## config.mk

```make
export PLATFORM = sky130hd
export DESIGN_NAME = subarray_occurrence_finder
export DESIGN_NICKNAME = d
export VERILOG_FILES = /design/src/hw/rtl/sof_pkg.sv /design/src/hw/rtl/subarray_occurrence_finder.sv /design/src/hw/rtl/sof_cell.sv
export SDC_FILE = /design/constraint.sdc
export NUM_CORES = 1
export LEC_CHECK = 0
export ABC_CLOCK_PERIOD_IN_PS = 21100
export BUFFER_PORTS_ARGS = -buffer_cell sky130_fd_sc_hd__buf_4
export CORE_UTILIZATION = 40
export DETAILED_ROUTE_END_ITERATION = 16
export GPL_ROUTABILITY_DRIVEN = 0
export HOLD_SLACK_MARGIN = 0.06
export PLACE_DENSITY = 0.57
export SLEW_MARGIN = 5
export SYNTH_ARGS = -nofsm -noshare
export SYNTH_HDL_FRONTEND = slang
export SYNTH_SLANG_ARGS = --single-unit
```

## constraint.sdc

```tcl
create_clock -name clk -period 21.1 [get_ports clk]
set_input_delay 1.055 -clock clk [delete_from_list [all_inputs] [get_ports clk]]
set_output_delay 1.055 -clock clk [all_outputs]
set_load 0.05 [all_outputs]
```

## src/hw/rtl/sof_pkg.sv

```systemverilog
package sof_pkg;

  localparam int MaxPattern = 16;
  localparam int WordW      = 32;
  localparam int LenW       = $clog2(MaxPattern + 1);

endpackage

```

## src/hw/rtl/subarray_occurrence_finder.sv

```systemverilog
// A text word that completes an occurrence passes the check stage, then the output register.
// One word per cycle unless stalled; the compare cells check all pattern positions at once.
// The input stalls only while a finished check waits behind an occupied output register.
// Reset (rst, synchronous) empties the pattern and clears text position and match count.
// Text window contents are not cleared; they are read only once overwritten by new text.
module subarray_occurrence_finder
  import sof_pkg::*;
(
  input  logic               clk,
  input  logic               rst,
  input  logic               in_valid,
  output logic               in_ready,
  input  logic               mode,
  input  logic signed [31:0] value,
  input  logic               first,
  output logic               out_valid,
  input  logic               out_ready,
  output logic [31:0]        start_index,
  output logic [31:0]        match_count
);

  localparam logic [WordW-1:0] WordMax = '1;

  logic [LenW-1:0]   pat_len;
  logic [WordW-1:0]  text_pos;
  logic [WordW-1:0]  found_cnt;

  logic              chk_v;
  logic              chk_ok;
  logic              chk_first;
  logic [WordW-1:0]  chk_start;

  logic              acc;
  logic              load_pat;
  logic              shift_txt;
  logic              pat_full;
  logic [WordW-1:0]  cur;
  logic              chk_ok_next;
  logic [WordW-1:0]  start_next;
  logic              chk_go;
  logic              all_hit;
  logic              hitm;
  logic [WordW-1:0]  base_cnt;
  logic [WordW-1:0]  cnt_next;

  logic [WordW-1:0]      txt_chain [MaxPattern+1];
  logic [WordW-1:0]      pat_chain [MaxPattern+1];
  logic [MaxPattern:0]   pv_chain;
  logic [MaxPattern-1:0] hits;

  assign acc       = in_valid && in_ready;
  assign pat_full  = (pat_len == LenW'(MaxPattern));
  assign load_pat  = acc && !mode && (first || !pat_full);
  assign shift_txt = acc && mode;

  assign cur         = first ? '0 : text_pos;
  assign chk_ok_next = (pat_len != '0) &&
                       (({1'b0, cur} + 33'd1) >= {{(WordW + 1 - LenW){1'b0}}, pat_len});
  assign start_next  = cur + 32'd1 - {{(WordW - LenW){1'b0}}, pat_len};

  assign chk_go   = chk_v && (!out_valid || out_ready);
  assign in_ready = !chk_v || chk_go;

  // Newest text word and newest pattern word both enter at cell 0, so cell i
  // always pairs window word (length - 1 - i) with pattern word (length - 1 - i).
  assign txt_chain[0] = value;
  assign pat_chain[0] = value;
  assign pv_chain[0]  = 1'b1;

  for (genvar i = 0; i < MaxPattern; i++) begin : g_cell
    logic pv_link;

    // A pattern restart drops every older word from the valid chain.
    assign pv_link = (i == 0) ? pv_chain[0] : (pv_chain[i] && !first);

    sof_cell u_cell (
      .clk       (clk),
      .rst       (rst),
      .shift_txt (shift_txt),
      .txt_in    (txt_chain[i]),
      .txt_out   (txt_chain[i+1]),
      .load_pat  (load_pat),
      .pat_in    (pat_chain[i]),
      .pv_in     (pv_link),
      .pat_out   (pat_chain[i+1]),
      .pv_out    (pv_chain[i+1]),
      .hit       (hits[i])
    );
  end

  assign all_hit  = &hits;
  assign hitm     = chk_ok && all_hit;
  assign base_cnt = chk_first ? '0 : found_cnt;
  assign cnt_next = !hitm ? base_cnt : ((base_cnt == WordMax) ? base_cnt : base_cnt + 32'd1);

  always_ff @(posedge clk) begin
    if (rst) begin
      pat_len   <= '0;
      text_pos  <= '0;
      found_cnt <= '0;
      chk_v     <= 1'b0;
      out_valid <= 1'b0;
    end else begin
      if (acc && !mode) begin
        if (first) begin
          pat_len <= LenW'(1);
        end else if (!pat_full) begin
          pat_len <= pat_len + LenW'(1);
        end
      end
      if (shift_txt) begin
        text_pos <= (cur == WordMax) ? cur : cur + 32'd1;
      end
      if (chk_go) begin
        found_cnt <= cnt_next;
      end
      if (shift_txt) begin
        chk_v <= 1'b1;
      end else if (chk_go) begin
        chk_v <= 1'b0;
      end
      if (out_valid && out_ready) begin
        out_valid <= 1'b0;
      end
      if (chk_go && hitm) begin
        out_valid <= 1'b1;
      end
    end
  end

  always_ff @(posedge clk) begin
    if (shift_txt) begin
      chk_ok    <= chk_ok_next;
      chk_first <= first;
      chk_start <= start_next;
    end
    if (chk_go && hitm) begin
      start_index <= chk_start;
      match_count <= cnt_next;
    end
  end

endmodule

```

## src/hw/rtl/sof_cell.sv

```systemverilog
module sof_cell
  import sof_pkg::*;
(
  input  logic             clk,
  input  logic             rst,
  input  logic             shift_txt,
  input  logic [WordW-1:0] txt_in,
  output logic [WordW-1:0] txt_out,
  input  logic             load_pat,
  input  logic [WordW-1:0] pat_in,
  input  logic             pv_in,
  output logic [WordW-1:0] pat_out,
  output logic             pv_out,
  output logic             hit
);

  logic [WordW-1:0] txt;
  logic [WordW-1:0] pat;
  logic             pv;

  always_ff @(posedge clk) begin
    if (shift_txt) begin
      txt <= txt_in;
    end
    if (load_pat) begin
      pat <= pat_in;
    end
  end

  // The valid bit marks cells that hold a word of the current pattern.
  always_ff @(posedge clk) begin
    if (rst) begin
      pv <= 1'b0;
    end else if (load_pat) begin
      pv <= pv_in;
    end
  end

  assign txt_out = txt;
  assign pat_out = pat;
  assign pv_out  = pv;
  assign hit     = !pv || (txt == pat);

endmodule

```

==> impl_metrics.yaml <==
run_status:
  status: "finished, final reports clean"
timing:
  fmax_ghz: 0.2111
  drv_slew: 0
  setup_violations: 0
  fin_tns_setup_ns: 0
  hold_slack_ns: 0.4083
  relSlewSlack: 0.1882
  hold_viol: 0
  period_share: 0.2245
  rsz0062_at_grt: "no"
  period_minus_slack_ns: 4.736
  finalClockSkew_ns: 0.02202
  worstMarginPinSlew_ns: 1.211
clock_network:
  cts.sinks: 1209
  h-tree-depth: 3
  post_cts_buffers: 0
  path_clk_slew_ns: 0.06
  cts_tree: "built"
  insertion_delay_ns: 0.71
  cts_hold_buf: 0
  cts_made_buffers: 117
  clk_path_buf_depth: 3
  cts_resized: 0
  cts_root_buf: "clkbuf_16"
power_and_ir_drop:
  p_sw_mw: 1.057
  power_density_nw_per_um2: 94.67
  netSwitchingFraction: 0.2127
  pwr-share-comb: 0.037
  intPower_mw: 3.912
  p_leak_nw: 17.61
  p_clk_frac: 0.405
  ir_worst_vdd_v: 0.00006792
  seq_power_share: 0.558
  p_total_mw: 4.970
worst_setup_path:
  ff2ff_setup_slack_ns: 16.40
  worstPathCellList: "buf_4 > nand3b_1 > nand3_1 > buf_4 > inv_8 > buf_4 > buf_4 > buf_4"
  path_max_fanout: 115
  worst_setup_path_end_kind: "flop"
  max_stage_delay_ns: 0.93
  worstPathArrival_ns: 5.06
  reg2reg_depth: 9
  worst_r2r_endpoint: "start_index[7]"
  r2r-start: "g_cell[2].u_cell.pat_out[14]"
  crit_required_ns: 21.42
  path_buf_inv: 6
  cp_top_family: "buffers and inverters"
  crit_type: "in2reg"
  critPathLaunchType: "primary input"
  worst_path_most_repeated_cell: "buf_4"
  cp_slowest_cell: "buf_4"
detailed_routing:
  drt-vias-per-instance: 4.944
  wl_per_cell_um: 19.70
  num_vias: 22510
  drtPass1Iterations: 6
  drc: 0
  wl_um: 89730
  ant_nets: 0
  drtIter0Drc: 1619
min_path:
  hold_class: "reg2reg"
  holdPathEnd: "start_index[21]"
  holdPathStages: 0
  hp-start: "chk_start[21]"
synth:
  synth-edff-count: 1122
  yosys.area.top_type: "edfxtp_1"
  synth_top_area_frac: 0.7298
  syn_nets: 2813
  dominantRegCellSynth: "edfxtp_1"
  syn-instance-count: 2765
  yosysSeqAreaShare: 0.7675
  synth-seq-cells: 1209
  synth_cell_types: 92
  syn_area_um2: 46170
  async_flop_share: 0
  ys_warn_count: 0
  synth_area_per_cell_um2: 16.70
  synth_area_leaders: "edfxtp_1 73%, xor2_1 10%, dfxtp_1 3.8%, nor4_1 1.8%, nand4_1 0.92%"
global_route:
  grt_pass1_wl_um: 138000
  antenna_found_initial: 1
  grt_pass1_vias: 23360
  grt_max_degree: 200
  grt-ovfl-total: 0
  track_usage: 0.1534
cells_and_area:
  drive_above_1_share: 0.1091
  num-fill-cells: 9746
  area_delta_synth_final_pct: 13.71
  nNetsFinal: 2990
  design_area_um2: 52500
  diodes: 0
die:
  rows: 124
  start_util: 0.4038
  die_w_um: 341.7
  die_area_um2: 116800
  num_io_pins: 104
  core_area_um2: 114300
  fp.dieH_um: 341.7
place:
  dp_hpwl_um: 62330
  numPortBuffers: 103
  placed_area_um2: 48750
flow_run:
  maxCapViolCount: 0
==> synthesized netlist by cell type, types with 4 or more instances <==
cell	instances
nand2_1	108
buf_1	5
edfxtp_1	1122
ha_1	9
o31ai_1	6
nor2b_1	26
or2_2	5
and2_1	15
mux2i_1	5
o41ai_1	6
inv_1	21
nor2_1	112
o21ai_0	38
nand3_2	4
buf_2	14
clkbuf_1	40
a311oi_1	5
a211oi_1	5
nand4_1	68
and3_1	33
o211ai_1	10
nor3_1	53
dfxtp_1	87
or4_1	12
or3_1	7
a31oi_1	21
a21oi_1	48
o21ai_1	8
xnor2_1	48
or2_1	5
nand2b_1	6
and4_1	4
nand3_1	51
a21o_1	9
nor4_1	135
xor2_1	531
==> area by class of cell <==
class                           instances  area (µm²)  area share
Sequential cell                      1209       35430      0.6750
Clock buffer                          149        3088     0.05882
Tap cell                             1512        1892     0.03604
Inverter                               23       101.3    0.001930
Timing Repair Buffer                  119       918.4     0.01749
Clock inverter                         70       659.4     0.01256
Multi-Input combinational cell       1472       10410      0.1982
==> metal layers <==
layer	vias to the layer above	track usage	part of all wire
met5	-	0	0
met2	589	0.2717	0.51
met1	10920	0.1865	0.41
li1	10840	-	-
met3	166	0.02533	0.043
met4	0	0.05914	0.036
==> worst max path at each step <==
| stage | start | to | slack (ns) | cells past startpoint |
|---|---|---|---|---|
| 3_3_place_gp | out_ready | g_cell[15].u_cell.txt_out[10] | 15.73 | 8 |
| 5_1_grt | g_cell[2].u_cell.pat_out[27] | start_index[15] | 16.01 | 9 |
| 6_report | out_ready | g_cell[15].u_cell.txt_out[18] | 16.36 | 8 |
| 2_1_floorplan | out_ready | chk_first | 3.20 | 4 |
| 4_1_cts | g_cell[2].u_cell.pat_out[27] | start_index[31] | 16.11 | 9 |
| 3_5_place_dp | out_ready | g_cell[13].u_cell.pat_out[29] | 15.65 | 8 |
==> stage by stage <==
step	setup WS, ns	utilization	std cells
floorplan	3.204	-	2765
global placement	15.73	0.4263	4335
detailed placement	15.65	0.4263	4335
CTS	16.11	0.4591	4554
global route	16.01	0.4591	4554
finish	16.36	0.4591	4554
==> cells in the final DEF (no fill, tap or decap), types with 6 or more instances in the layout <==
cell type and n:
edfxtp_1 1122, o21ai_1 8, buf_4 117, nor2b_1 26, bufinv_16 8, inv_1 19, clkinv_1 25, o211ai_1 10
clkinvlp_4 6, a21o_1 9, a31oi_1 21, clkinv_2 21, and2_1 15, clkbuf_16 117, nor2_1 111, o21ai_0 38
nand2_1 108, xnor2_1 48, nor4_1 134, ha_1 9, and3_1 33, o31ai_1 6, nor3_1 52, xor2_1 531
nand3_1 51, nand2b_1 6, clkbuf_1 28, o41ai_1 6, dfxtp_1 87, or4_1 12, nand4_1 68, a21oi_1 48
or3_1 7
==> power groups by stage <==
| stage | Combinational (mW) | Sequential (mW) | Clock (mW) |
|---|---|---|---|
| finish | 0.183 | 2.77 | 2.01 |
| global route | 0.200 | 2.78 | 2.15 |
| CTS | 0.187 | 2.78 | 2.06 |
| detailed placement | 0.187 | 2.83 | 0 |
| global placement | 0.183 | 2.82 | 0 |
| floorplan | 0.116 | 2.87 | 0 |
==> cells by family (layout without fill, tap and decap cells) <==
kind of cell / after synthesis / count (layout) / synth area share
flops: 1209 / 1209 / 0.7675
simple gates: 677 / 677 / 0.08122
buf+inv: 84 / 361 / 0.007453
fa+ha+maj: 10 / 10 / 0.002873
compound gates: 196 / 196 / 0.02878
xor+xnor: 579 / 579 / 0.1098
mux: 10 / 10 / 0.002358
==> sequential cells by signal, summed over array words and instances (netlist names) <==
| signal | count |
|---|---|
| out_valid | 1 |
| chk_v | 1 |
| match_count | 32 |
| chk_first | 1 |
| g_cell.u_cell.txt_out | 512 |
| g_cell.u_cell.pv_out | 16 |
| text_pos | 32 |
| chk_start | 32 |
| found_cnt | 32 |
| pat_len | 5 |
| g_cell.u_cell.pat_out | 512 |
| start_index | 32 |
| chk_ok | 1 |
==> worst register-to-register path: stages (launching register included) <==
cell	delay [ns]
edfxtp_1	0.41
xor2_1	0.18
nor4_1	0.69
nand4_1	0.15
o21ai_0	0.64
nand2_1	0.25
nor4_4	0.70
nand3_1	0.25
inv_2	0.56
buf_4	0.51
Note: power is estimated with default switching activity, not from simulation.
